### src/design/rgbahd_pkg.sv
package rgbahd_pkg;

   // position and statistic widths
   localparam int unsigned PosWidth   = 12;
   localparam int unsigned CountWidth = 25;
   localparam int unsigned CfgWidth   = 13;
   localparam int unsigned MaxWidth   = 4096;

   // saturation value of the pixel counters
   localparam logic [CountWidth-1:0] CountLimit = CountWidth'(25'd16777216);

   // luma weights
   localparam logic [7:0] LumaRed   = 8'd77;
   localparam logic [7:0] LumaGreen = 8'd150;
   localparam logic [7:0] LumaBlue  = 8'd29;

   // configuration register indexes
   typedef enum logic [0:0] {
      CSR_IMAGE_WIDTH = 1'b0,
      CSR_TOLERANCE   = 1'b1
   } csr_index_type;

   // input item: pixel of image a and of image b
   typedef struct packed {
      logic [7:0] a_red;
      logic [7:0] a_green;
      logic [7:0] a_blue;
      logic [7:0] a_alpha;
      logic [7:0] b_red;
      logic [7:0] b_green;
      logic [7:0] b_blue;
      logic [7:0] b_alpha;
      logic       first_pixel;
   } req_data_type;

   // result item: heat-map pixel and running statistics
   typedef struct packed {
      logic [7:0]            heat_red;
      logic [7:0]            heat_green;
      logic [7:0]            heat_blue;
      logic [7:0]            max_diff;
      logic [PosWidth-1:0]   worst_column;
      logic [PosWidth-1:0]   worst_row;
      logic [CountWidth-1:0] any_diff_count;
      logic [CountWidth-1:0] over_tolerance_count;
   } rsp_data_type;

   // per-pixel result of the difference logic
   typedef struct packed {
      logic [7:0] diff;
      logic [7:0] heat_red;
      logic [7:0] heat_green;
      logic [7:0] heat_blue;
   } pixel_type;

   // running statistics including the current pixel
   typedef struct packed {
      logic [7:0]            max_diff;
      logic [PosWidth-1:0]   worst_column;
      logic [PosWidth-1:0]   worst_row;
      logic [CountWidth-1:0] any_diff_count;
      logic [CountWidth-1:0] over_tolerance_count;
   } stats_type;

endpackage

### src/design/rgbahd_diff.sv
module rgbahd_diff
   import rgbahd_pkg::*;
(
   input  req_data_type pix_data,
   output pixel_type    pix_result
);

   logic [7:0]  diff_red;
   logic [7:0]  diff_green;
   logic [7:0]  diff_blue;
   logic [7:0]  diff_alpha;
   logic [7:0]  max_rg;
   logic [7:0]  max_ba;
   logic [7:0]  diff;
   logic [15:0] luma_sum;
   logic [7:0]  grey;

   // absolute channel differences
   always_comb begin
      diff_red   = (pix_data.a_red > pix_data.b_red) ? pix_data.a_red - pix_data.b_red
                                                     : pix_data.b_red - pix_data.a_red;
      diff_green = (pix_data.a_green > pix_data.b_green) ?
                   pix_data.a_green - pix_data.b_green : pix_data.b_green - pix_data.a_green;
      diff_blue  = (pix_data.a_blue > pix_data.b_blue) ?
                   pix_data.a_blue - pix_data.b_blue : pix_data.b_blue - pix_data.a_blue;
      diff_alpha = (pix_data.a_alpha > pix_data.b_alpha) ?
                   pix_data.a_alpha - pix_data.b_alpha : pix_data.b_alpha - pix_data.a_alpha;
   end

   // largest channel difference, two-level compare tree
   always_comb begin
      max_rg = (diff_red > diff_green) ? diff_red : diff_green;
      max_ba = (diff_blue > diff_alpha) ? diff_blue : diff_alpha;
      diff   = (max_rg > max_ba) ? max_rg : max_ba;
   end

   // luma of image a; weights sum to 256 so the total fits 16 bits
   always_comb begin
      luma_sum = 16'(LumaRed * pix_data.a_red)
               + 16'(LumaGreen * pix_data.a_green)
               + 16'(LumaBlue * pix_data.a_blue);
      // luma then quartered
      grey = {2'b00, luma_sum[15:10]};
   end

   // heat colour
   always_comb begin
      pix_result.diff = diff;
      if (diff != 8'd0) begin
         pix_result.heat_red   = 8'd255;
         pix_result.heat_green = (diff >= 8'd32) ? 8'd0 : 8'd255 - {diff[4:0], 3'b000};
         pix_result.heat_blue  = 8'd0;
      end else begin
         pix_result.heat_red   = grey;
         pix_result.heat_green = grey;
         pix_result.heat_blue  = grey;
      end
   end

endmodule

### src/design/rgbahd_stats.sv
module rgbahd_stats
   import rgbahd_pkg::*;
(
   input  logic                clock,
   input  logic                reset,
   input  logic                step,
   input  logic                first_pixel,
   input  logic [7:0]          diff,
   input  logic [CfgWidth-1:0] image_width,
   input  logic [7:0]          tolerance,
   output stats_type           stats
);

   logic [PosWidth-1:0]   column_ff, column_in;
   logic [PosWidth-1:0]   row_ff, row_in;
   logic [7:0]            max_diff_ff;
   logic [PosWidth-1:0]   worst_column_ff;
   logic [PosWidth-1:0]   worst_row_ff;
   logic [CountWidth-1:0] any_count_ff;
   logic [CountWidth-1:0] over_count_ff;

   logic [PosWidth-1:0]   column_cur;
   logic [PosWidth-1:0]   row_cur;
   stats_type             stats_cur;
   logic [CfgWidth-1:0]   width_eff;
   logic [CfgWidth-1:0]   column_next;

   // state as seen by this pixel, cleared by the first-pixel mark
   always_comb begin
      if (first_pixel) begin
         column_cur = '0;
         row_cur    = '0;
         stats_cur  = '0;
      end else begin
         column_cur                     = column_ff;
         row_cur                        = row_ff;
         stats_cur.max_diff             = max_diff_ff;
         stats_cur.worst_column         = worst_column_ff;
         stats_cur.worst_row            = worst_row_ff;
         stats_cur.any_diff_count       = any_count_ff;
         stats_cur.over_tolerance_count = over_count_ff;
      end
   end

   // statistics including this pixel
   always_comb begin
      stats = stats_cur;
      if (diff > stats_cur.max_diff) begin
         stats.max_diff     = diff;
         stats.worst_column = column_cur;
         stats.worst_row    = row_cur;
      end
      if (diff != 8'd0 && stats_cur.any_diff_count < CountLimit) begin
         stats.any_diff_count = stats_cur.any_diff_count + CountWidth'(1);
      end
      if (diff > tolerance && stats_cur.over_tolerance_count < CountLimit) begin
         stats.over_tolerance_count = stats_cur.over_tolerance_count + CountWidth'(1);
      end
   end

   // raster position of the next pixel; row wraps naturally at 4096
   always_comb begin
      if (image_width == '0) begin
         width_eff = CfgWidth'(1);
      end else if (image_width > CfgWidth'(MaxWidth)) begin
         width_eff = CfgWidth'(MaxWidth);
      end else begin
         width_eff = image_width;
      end
      column_next = {1'b0, column_cur} + CfgWidth'(1);
      if (column_next >= width_eff) begin
         column_in = '0;
         row_in    = row_cur + PosWidth'(1);
      end else begin
         column_in = column_next[PosWidth-1:0];
         row_in    = row_cur;
      end
   end

   // state registers
   always_ff @(posedge clock) begin
      if (reset) begin
         column_ff       <= '0;
         row_ff          <= '0;
         max_diff_ff     <= '0;
         worst_column_ff <= '0;
         worst_row_ff    <= '0;
         any_count_ff    <= '0;
         over_count_ff   <= '0;
      end else if (step) begin
         column_ff       <= column_in;
         row_ff          <= row_in;
         max_diff_ff     <= stats.max_diff;
         worst_column_ff <= stats.worst_column;
         worst_row_ff    <= stats.worst_row;
         any_count_ff    <= stats.any_diff_count;
         over_count_ff   <= stats.over_tolerance_count;
      end
   end

endmodule

### src/design/rgba_image_diff_heatmap.sv
// channel   direction  handshake            payload
// req       in         req_valid/req_stall  req_data (pixel pair, first-pixel mark)
// rsp       out        rsp_valid/rsp_stall  rsp_data (heat pixel, running statistics)
// csr       in         csr_write            csr_index, csr_data
//
// one item per cycle sustained while rsp_stall is low; an accepted item passes the
// input register and then the result register before rsp valid, and the difference
// and statistics logic between the two registers is combinational
// synchronous active-high reset clears statistics, position and both item stages
// req_stall rises only when the input register is full and the result is stalled
module rgba_image_diff_heatmap
   import rgbahd_pkg::*;
(
   input  logic                clock,
   input  logic                reset,
   input  logic                req_valid,
   output logic                req_stall,
   input  req_data_type        req_data,
   output logic                rsp_valid,
   input  logic                rsp_stall,
   output rsp_data_type        rsp_data,
   input  logic                csr_write,
   input  csr_index_type       csr_index,
   input  logic [CfgWidth-1:0] csr_data
);

   logic                in_valid_ff, in_valid_in;
   req_data_type        in_data_ff;
   logic                out_valid_ff, out_valid_in;
   rsp_data_type        out_data_ff, out_data_in;
   logic [CfgWidth-1:0] image_width_ff;
   logic [7:0]          tolerance_ff;

   logic      req_accept;
   logic      advance;
   pixel_type pix_result;
   stats_type stats;

   // handshake between the two stages
   always_comb begin
      advance     = in_valid_ff && !(out_valid_ff && rsp_stall);
      req_stall   = in_valid_ff && !advance;
      req_accept  = req_valid && !req_stall;
      in_valid_in = req_accept ? 1'b1 : (advance ? 1'b0 : in_valid_ff);
      out_valid_in = advance ? 1'b1 : ((out_valid_ff && !rsp_stall) ? 1'b0 : out_valid_ff);
   end

   // configuration registers
   always_ff @(posedge clock) begin
      if (reset) begin
         image_width_ff <= CfgWidth'(1);
         tolerance_ff   <= '0;
      end else if (csr_write) begin
         case (csr_index)
            CSR_IMAGE_WIDTH: image_width_ff <= csr_data;
            CSR_TOLERANCE:   tolerance_ff   <= csr_data[7:0];
            default:         tolerance_ff   <= tolerance_ff;
         endcase
      end
   end

   // input register
   always_ff @(posedge clock) begin
      if (reset) begin
         in_valid_ff <= 1'b0;
      end else begin
         in_valid_ff <= in_valid_in;
      end
   end

   always_ff @(posedge clock) begin
      if (req_accept) begin
         in_data_ff <= req_data;
      end
   end

   // per-pixel difference and heat colour
   rgbahd_diff u_diff (
      .pix_data   (in_data_ff),
      .pix_result (pix_result)
   );

   // running statistics and raster position
   rgbahd_stats u_stats (
      .clock       (clock),
      .reset       (reset),
      .step        (advance),
      .first_pixel (in_data_ff.first_pixel),
      .diff        (pix_result.diff),
      .image_width (image_width_ff),
      .tolerance   (tolerance_ff),
      .stats       (stats)
   );

   // result register
   always_comb begin
      out_data_in.heat_red             = pix_result.heat_red;
      out_data_in.heat_green           = pix_result.heat_green;
      out_data_in.heat_blue            = pix_result.heat_blue;
      out_data_in.max_diff             = stats.max_diff;
      out_data_in.worst_column         = stats.worst_column;
      out_data_in.worst_row            = stats.worst_row;
      out_data_in.any_diff_count       = stats.any_diff_count;
      out_data_in.over_tolerance_count = stats.over_tolerance_count;
   end

   always_ff @(posedge clock) begin
      if (reset) begin
         out_valid_ff <= 1'b0;
      end else begin
         out_valid_ff <= out_valid_in;
      end
   end

   always_ff @(posedge clock) begin
      if (advance) begin
         out_data_ff <= out_data_in;
      end
   end

   assign rsp_valid = out_valid_ff;
   assign rsp_data  = out_data_ff;

   // stall only when an item is held in the input register
   a_stall_needs_item: assert property (@(posedge clock) disable iff (reset)
      req_stall |-> in_valid_ff)
      else $error("req_stall without a held item");

   // a first pixel always reports the origin and at most one differing pixel
   a_first_pixel_origin: assert property (@(posedge clock) disable iff (reset)
      (advance && in_data_ff.first_pixel) |=>
         (rsp_data.worst_column == '0 && rsp_data.worst_row == '0 &&
          rsp_data.any_diff_count <= CountWidth'(1)))
      else $error("first pixel did not clear statistics");

   // every over-tolerance pixel is also a differing pixel
   a_count_order: assert property (@(posedge clock) disable iff (reset)
      rsp_valid |-> (rsp_data.over_tolerance_count <= rsp_data.any_diff_count))
      else $error("over-tolerance count exceeds differing count");

endmodule

### config.mk
export PLATFORM = sky130hd
export DESIGN_NAME = rgba_image_diff_heatmap
export DESIGN_NICKNAME = d
export VERILOG_FILES = /design/src/design/rgbahd_pkg.sv /design/src/design/rgbahd_diff.sv /design/src/design/rgbahd_stats.sv /design/src/design/rgba_image_diff_heatmap.sv
export SDC_FILE = /design/constraint.sdc
export NUM_CORES = 1
export LEC_CHECK = 0
export ABC_AREA = 1
export BUFFER_PORTS_ARGS = -buffer_cell sky130_fd_sc_hd__buf_4
export CAP_MARGIN = 20
export CORE_ASPECT_RATIO = 0.6
export CORE_MARGIN = 5
export CORE_UTILIZATION = 45
export DETAILED_ROUTE_END_ITERATION = 12
export PLACE_DENSITY_LB_ADDON = 0.25
export SYNTH_ARGS = -nofsm -noshare
export SYNTH_HDL_FRONTEND = slang
export SYNTH_SLANG_ARGS = --single-unit
### constraint.sdc
create_clock -name clock -period 16.5 [get_ports clock]
set_clock_uncertainty 0.05 [all_clocks]
set_input_delay 0.825 -clock clock [delete_from_list [all_inputs] [get_ports clock]]
set_output_delay 0.825 -clock clock [all_outputs]
set_load 0.05 [all_outputs]
; Yosys cells after proc, flatten, opt, wreduce, memory -nomap -nowiden
; Index checks and enable logic that the tools add are counted.
[totals]
ff_bits = 300
input_bits = 84
[op_classes]
multipliers = 3
magnitude_cmp = 14
bitwise_logic = 2
add_sub_neg = 15
muxes = 23
n_reduce_logical = 18
[ops]
columns = operator, n
row1 = $mux W82, 1
row2 = $gt A8 B8 Y1, 9
row3 = $mux W8, 8
row4 = $sub A8 B8 Y8, 8
row5 = $add A25 B1 Y25 const B, 2
row6 = $lt A25 B25 Y1 const B, 2
row7 = $mux W25, 2
row8 = $mux W12, 4
row9 = $mux W32, 1
row10 = $mul A7 B8 Y15 const A, 2
row11 = $mux W13, 2
row12 = $mux W24, 1
row13 = $add A15 B16 Y16, 1
row14 = $add A16 B13 Y16, 1
row15 = $add A12 B1 Y13 const B, 1
row16 = $ge A13 B13 Y1, 1
row17 = $gt A13 B13 Y1 const B, 1
row18 = $logic_not A13 Y1, 1
row19 = $mul A5 B8 Y13 const A, 1
row20 = $add A12 B1 Y12 const B, 1
row21 = $ge A8 B6 Y1 const B, 1
row22 = $reduce_bool A8 Y1, 1
row23 = $sub A8 B8 Y8 const A, 1
row24 = $logic_and A1 B1 Y1, 7
row25 = other kinds (6), 15

; Longest topological paths before layout
; Gate-level depths: netlist of the first run.
[logic_depth]
word_depth = 9
mapped_depth = 52

; By module
; From an unflattened synthesis of the first run, not the netlist that was laid out.
[unflattened]
hier_cells = 2868
hier_area_um2 = 21823.4
[by_module_without_submodules]
columns = mod, instances, area_each_um2, cells_per_inst, seq_area_each_um2
row1 = rgbahd_stats, 1, 8519.4, 1527, 2122.0
row2 = rgbahd_diff, 1, 7244.4, 1038, 0.0
row3 = rgba_image_diff_heatmap, 1, 6059.6, 303, 5595.4

; Worst setup path before layout of the first run
; OpenSTA, ideal clock, no wires.
[synth_path]
kind = register -> register
start = reg in_data_ff[53] in the netlist's numbering
end = reg out_data_ff (netlist bit rsp_data[95]), data pin
path_stages_with_launch = 36
arrival_time_ns = 6.628
synth_period_minus_slack_ns = 6.833
setup_slack_ns = 9.667
path_cell_list = edfxtp_1 ha_1 ha_1 inv_1 fa_1 fa_1 inv_1 ha_1 o21ai_0 nand2_1 xor2_1 inv_1 ha_1 fa_1 inv_1 fa_1 inv_1 fa_1 ha_1 a21oi_1 o21ai_0 a21oi_1 nor2_1 nor2_1 inv_1 nand2_1 inv_1 nor2_1 nor2_1 nor2_1 nor2_1 or2_2 a21oi_1 xor2_1 inv_1 o22ai_1
[synth_lines]
columns = item, line
row1 = "start, declared", rgba_image_diff_heatmap.sv:28  ; req_data_type in_data_ff;
row2 = "start signal, assigned", rgba_image_diff_heatmap.sv:73  ; in_data_ff <= req_data;
row3 = "end signal, assigned", rgba_image_diff_heatmap.sv:117  ; out_data_ff <= out_data_in;
row4 = "end, declared", rgba_image_diff_heatmap.sv:30  ; rsp_data_type out_data_ff, out_data_in;

==> results.sh, run 1 <==
export IMPL_internal_power_uw=2010
export IMPL_dp_hpwl_um=40600
export IMPL_avgSynthCellArea_sq_um=8.04
export IMPL_grt_setup_unrepaired="false"
export IMPL_drcViolationCount=0
export IMPL_wl_um=53600
export IMPL_required_ns=16.76
export IMPL_grt_usage_pct=20.7
export IMPL_syn_inst=2571
export IMPL_endpoint_kind="flop"
export IMPL_max_slew_worst_pin_slew_ns=0.993
export IMPL_vias=17000
export IMPL_cts_tree="yes"
export IMPL_cts_resized=0
export IMPL_gp_congestion=0.942
export IMPL_ys_types=53
export IMPL_drive_above_1_share_pct=12.5
export IMPL_yosys_area_top_type="edfxtp_1"
export IMPL_outcome="completed"
export IMPL_startpoint_type="flop"
export IMPL_hold_slack_ns=0.360
export IMPL_synth_commonest_cells="522 x inv_1, 422 x nand2_1, 235 x nor2_1"
export IMPL_overflow=0
export IMPL_cellPowerDensity_mw_per_mm2=164
export IMPL_via_per_inst=5.03
export IMPL_p_leak_uw=0.0115
export IMPL_synth_area_leaders="edfxtp_1 24%, dfxtp_1 12%, ha_1 12%"
export IMPL_seqPwrFrac_pct=24.0
export IMPL_insertion_delay_ns=0.59
export IMPL_die_area_sq_mm=0.0504
export IMPL_setup_violations=0
export IMPL_nNetsFinal=3067
export IMPL_ioPinCount=192
export IMPL_maxCapViolCount=0
export IMPL_numClockSinks=297
export IMPL_slowest_stage="nand2_1"
export IMPL_h_tree_depth=1
export IMPL_post_cts_buffers=0
export IMPL_timing_setup_tns_ns=0
export IMPL_syn_cell_area_sq_mm=0.0207
export IMPL_fin_crit_sh_pct=50.9
export IMPL_die_h_um=176
export IMPL_power_switching_uw=1860
export IMPL_path_class="flop to flop"
export IMPL_vdd_drop_max_v=0.000149
export IMPL_initial_utilization_pct=45.8
export IMPL_grt_max_degree=105
export IMPL_cpMostUsedCell="nand2_1"
export IMPL_fmax_mhz=119
export IMPL_synth_top_cell_area_share_pct=24.4
export IMPL_cts_hold_buf=0
export IMPL_hold_viol=0
export IMPL_synth_edf_count=168
export IMPL_hp_class="primary input to flop"
export IMPL_combinationalPowerShare_pct=56.8
export IMPL_slew_headroom_pct=33.6
export IMPL_post_synth_top_count_cell="inv_1"
export IMPL_cts_buffers_inserted=31
export IMPL_drt_iter0_drc=1300
export IMPL_path_buf_inv=7
export IMPL_synth_seq_cells=297
export IMPL_antenna_found_initial=2
export IMPL_ys_flop_type="edfxtp_1"
export IMPL_num_rows=60
export IMPL_fp_dieW_um=287
export IMPL_clockBufferDepth=3
export IMPL_grt_pass1_vias=16300
export IMPL_io_buffers=189
export IMPL_max_stage_delay_ns=0.72
export IMPL_synthToLayoutAreaGrowth_pct=14.5
export IMPL_clkSlewWorstSetupHoldPaths_ns=0.07
export IMPL_grt_pass1_wl_um=86000
export IMPL_p_clk_share_pct=19.2
export IMPL_synth_async_reset_ratio_pct=0
export IMPL_instances_no_fill=3371
export IMPL_final_util_pct=52.4
export IMPL_placedCellCount=3311
export IMPL_ys_seq_area_share_pct=36.9
export IMPL_min_period_ns=8.41
export IMPL_cts_root_buffer="clkbuf_16"
export IMPL_sw_frac_of_total_pct=48.0
export IMPL_critPathTopFamily="simple AND/OR/NAND/NOR gates"
export IMPL_cp_data_arrival_time_ns=8.67
export IMPL_final_max_slew_violation_count=0
export IMPL_core_sq_mm=0.0451
export IMPL_ys_warn_count=0
export IMPL_cp_max_fo=23
export IMPL_avgRoutedWirePerCell_um=15.9
export IMPL_dr_pass1_iters=7
export IMPL_ant_nets=0
==> power groups by stage <==
stage / registers, uW / logic, uW / clock network [uW]
2_1_floorplan: 1050 / 1520 / 0
3_3_place_gp: 946 / 2140 / 0
3_5_place_dp: 947 / 2190 / 0
4_1_cts: 931 / 2210 / 766
5_1_grt: 936 / 2510 / 797
6_report: 930 / 2200 / 742
==> stage by stage <==
| step | total power, uW | setup slack [ns] | cell area [sq um] |
|---|---|---|---|
| final | 3870 | 8.09 | 23700 |
| after global routing | 4240 | 7.17 | 23700 |
| after CTS | 3900 | 8.12 | 23700 |
| after detailed placement | 3140 | 8.16 | 22600 |
| after global placement | 3090 | 8.40 | 22600 |
| after floorplan | 2570 | 9.67 | 20700 |
==> registers in the layout, indices dropped and copies added (netlist names), 8 cells and up <==
name	flops
rsp_data	103
in_data_ff	65
u_stats.any_count_ff	25
u_stats.over_count_ff	25
image_width_ff	13
u_stats.column_ff	12
u_stats.row_ff	12
u_stats.worst_column_ff	12
u_stats.worst_row_ff	12
tolerance_ff	8
u_stats.max_diff_ff	8
==> layout by cell type (no fill, tap or decap), types with 12 or more instances in the layout <==
cell type / count
a211oi_1: 12
nand2_2: 55
dfxtp_1: 129
nor4_1: 12
buf_4: 200
nand2_1: 422
inv_1: 520
nor3_1: 32
nand3_1: 185
nor2_1: 234
clkbuf_16: 33
o21ai_1: 25
edfxtp_1: 168
ha_1: 196
nand4_1: 31
xor2_1: 65
fa_1: 63
a21oi_1: 163
o21ai_0: 72
xnor2_1: 19
==> worst paths after layout <==
kind | from | endpoint | slack (ns) | depth (start not counted)
setup / recovery | in_data_ff[57]$_DFFE_PP_ | rsp_data[12]$_DFFE_PP_ | 8.09 | 39
hold / removal | req_data[28] | in_data_ff[28]$_DFFE_PP_ | 0.36 | 1
setup reg to reg | in_data_ff[57]$_DFFE_PP_ | rsp_data[12]$_DFFE_PP_ | 8.09 | 39
hold reg to reg | u_stats.over_count_ff[24]$_SDFFE_PP0P_ | u_stats.over_count_ff[24]$_SDFFE_PP0P_ | 0.42 | 2
==> cell families after synthesis <==
kind of cell    after synthesis  share of synthesized area, %
compound gates              317                          8.39
xor+xnor                     84                          3.56
fa+ha+maj                   259                          18.0
buf+inv                     606                          11.5
flops                       297                          36.9
mux                           4                         0.194
other cells                   1                        0.0181
simple gates               1003                          21.5
==> metal layers <==
layer / track usage (%) / wire, um / part of all wire [%]
met1: 31.7 / 26600 / 50
met2: 31.3 / 22700 / 42
met3: 2.99 / 3270 / 6.1
met4: 4.26 / 988 / 1.8
met5: 0 / 0 / 0
==> worst reg2reg max path, delay by kind of cell, from the launching register on <==
kind	cells	cell delay (ns)
AO/OA/AOI/OAI	7	1.58
XOR/XNOR	1	0.19
adder cells (fa/ha/maj)	5	1.59
buffers and inverters	7	1.33
flip-flops	1	0.47
AND/OR/NAND/NOR	19	2.92
==> cell type report <==
| cell class | count | area [sq um] |
|---|---|---|
| clock inverters | 21 | 215 |
| flip-flops and latches | 297 | 7630 |
| repair buffers | 201 | 1520 |
| multi-input cells | 1669 | 10700 |
| fillers | 4183 | 21500 |
| inverters | 524 | 1970 |
| diodes | 2 | 5.00 |
| clock buffers | 37 | 871 |
| well taps | 620 | 776 |
(Power assumes the default switching activity.)
==> run 2: changes to the inputs <==
clock period = 7.9 ns   (was 16.5 ns; I/O delays follow)
==> run 2 against run 1 <==
  * Global-route usage grew 0.24 points
  * Clock-buffer cell count grew 6
  * Maximum frequency grew 12%
  * Power grew 110%
  * Hold slack lost 0.32 ns
  * Sequential share of layout area shrank 1.2 points
==> results.sh, run 2 (synthesis results as in run 1) <==
export IMPL_layout_setup_ws_ns=0.397
export IMPL_drt_iter0_drc=1270
export IMPL_drcViolationCount=0
export IMPL_fmax_mhz=133
export IMPL_numClockSinks=297
export IMPL_h_tree_depth=1
export IMPL_cts_tree="yes"
export IMPL_cpMostUsedCell="inv_1"
export IMPL_p_clk_share_pct=18.5
export IMPL_io_buffers=189
export IMPL_initial_utilization_pct=45.8
export IMPL_wl_um=54300
export IMPL_overflow=0
export IMPL_hold_start="req_valid"
export IMPL_synthToLayoutAreaGrowth_pct=19.1
export IMPL_final_max_slew_violation_count=0
export IMPL_seqPwrFrac_pct=23.6
export IMPL_startpoint_type="flop"
export IMPL_ant_nets=0
export IMPL_path_class="flop to flop"
export IMPL_num_rows=60
export IMPL_die_h_um=176
export IMPL_fp_dieW_um=287
export IMPL_dr_pass1_iters=5
export IMPL_top_regs="rsp_data (103), in_data_ff (65)"
export IMPL_final_util_pct=54.5
export IMPL_via_per_inst=5.00
export IMPL_cts_buffers_inserted=31
export IMPL_grt_max_degree=78
export IMPL_vdd_drop_max_v=0.000330
export IMPL_drive_above_1_share_pct=12.8
export IMPL_hold_viol=0
export IMPL_slew_headroom_pct=31.7
export IMPL_num_fill_cells=4166
export IMPL_dp_hpwl_um=40600
export IMPL_grt_pass1_wl_um=87000
export IMPL_pre_cts_slack_ns=0.318
export IMPL_maxCapViolCount=0
export IMPL_core_sq_mm=0.0451
export IMPL_p_leak_uw=0.0119
export IMPL_clkSlewWorstSetupHoldPaths_ns=0.06
export IMPL_fin_crit_sh_pct=95.0
export IMPL_cp_max_fo=5
export IMPL_r2r_slack_ns=0.40
export IMPL_grt_pass1_vias=16700
export IMPL_holdPathEnd="in_valid_ff$_SDFFE_PP0P_"
export IMPL_hp_class="primary input to flop"
export IMPL_ioPinCount=192
export IMPL_gp_congestion=0.935
export IMPL_layout_common_cells="518 x inv_1, 422 x nand2_1, 234 x nor2_1, 221 x buf_4, 196 x ha_1"
export IMPL_max_slew_worst_pin_slew_ns=1.02
export IMPL_r2r_end="rsp_data[95]$_DFFE_PP_"
export IMPL_slowest_stage="fa_1"
export IMPL_cts_root_buffer="clkbuf_16"
export IMPL_hold_path_depth=3
export IMPL_die_area_sq_mm=0.0504
export IMPL_power_switching_uw=3900
export IMPL_outcome="completed"
export IMPL_internal_power_uw=4310
export IMPL_required_ns=8.28
export IMPL_avgRoutedWirePerCell_um=15.7
export IMPL_power_uw=8210
export IMPL_sw_frac_of_total_pct=47.5
export IMPL_setup_violations=0
export IMPL_cellPowerDensity_mw_per_mm2=334
export IMPL_grt_usage_pct=21.0
export IMPL_top_register="rsp_data"
export IMPL_min_period_ns=7.50
export IMPL_insertion_delay_ns=0.60
export IMPL_antenna_found_initial=0
export IMPL_layout_commonest_cell="inv_1"
export IMPL_vias=17400
export IMPL_hold_slack_ns=0.0414
export IMPL_combinationalPowerShare_pct=57.9
export IMPL_clockBufferDepth=3
export IMPL_max_stage_delay_ns=0.52
export IMPL_largest_reg_flops=103
export IMPL_cp_data_arrival_time_ns=7.88
export IMPL_endpoint_kind="flop"
export IMPL_reg2reg_depth=37
export IMPL_reg2reg_from="in_data_ff[52]$_DFFE_PP_"
export IMPL_nNetsFinal=3167
[run 2: critical path: cells and delay by family (launching register included)]
kind            cells  cell delay (ns)
xor+xnor            2             0.33
flops               1             0.49
fa+ha+maj          10             3.82
buf+inv             9             0.55
simple gates       10             1.08
compound gates      6             1.00
[run 2: how the worst max path moves through the flow]
stage	start	end	slack (ns)	cells past startpoint
2_1_floorplan	in_data_ff[53]$_DFFE_PP_	rsp_data[95]$_DFFE_PP_	1.07	35
3_3_place_gp	in_data_ff[53]$_DFFE_PP_	rsp_data[95]$_DFFE_PP_	0.56	35
3_5_place_dp	in_data_ff[49]$_DFFE_PP_	u_stats.over_count_ff[6]$_SDFFE_PP0P_	0.32	43
4_1_cts	in_data_ff[49]$_DFFE_PP_	u_stats.over_count_ff[6]$_SDFFE_PP0P_	0.25	43
5_1_grt	in_data_ff[52]$_DFFE_PP_	rsp_data[95]$_DFFE_PP_	-0.02	37
6_report	in_data_ff[52]$_DFFE_PP_	rsp_data[95]$_DFFE_PP_	0.40	37
[run 2: cell type report]
cell class	instances	area (sq um)	share of cell area, %
flip-flops and latches	297	7630	31.0
clock inverters	15	153	0.620
well taps	620	776	3.15
diodes	1	2.50	0.0102
clock buffers	43	903	3.67
inverters	524	1970	8.00
repair buffers	301	2470	10.0
multi-input cells	1669	10700	43.5
[run 2: per-stage QoR]
| step | setup TNS (ns) | instances | cell area (sq um) |
|---|---|---|---|
| final | 0 | 3470 | 24600 |
| after CTS | 0 | 3459 | 24500 |
| after detailed placement | 0 | 3322 | 22600 |
| after global placement | 0 | 3322 | 22600 |
| after floorplan | 0 | 2572 | 20700 |
| after global routing | -0.0165 | 3469 | 24600 |
[run 2: per-layer routing]
metal  part of all wire (%)  up-vias  global-route usage, %  wire length, um
met3                    5.4       70                   3.28             2950
met5                      0        -                      0                0
met4                    2.1        0                   4.52             1130
li1                       -     8729                      -                -
met1                     49     8154                   31.4            26900
met2                     43      399                   32.2            23400
[run 2: power groups by stage]
| stage | logic, uW | clock network (uW) | registers (uW) |
|---|---|---|---|
| floorplan | 3170 | 0 | 2190 |
| global placement | 4530 | 0 | 1970 |
| detailed placement | 4680 | 0 | 1970 |
| CTS | 4730 | 1570 | 1940 |
| global route | 5340 | 1620 | 1950 |
| finish | 4760 | 1520 | 1940 |
[run 2: what timing repair did]
item	CTS	global route
resized for setup	0	10
hold buffers	79	0
setup buffers	0	10
endpoints found under the hold margin	78	0
setup endpoints to repair	0	119
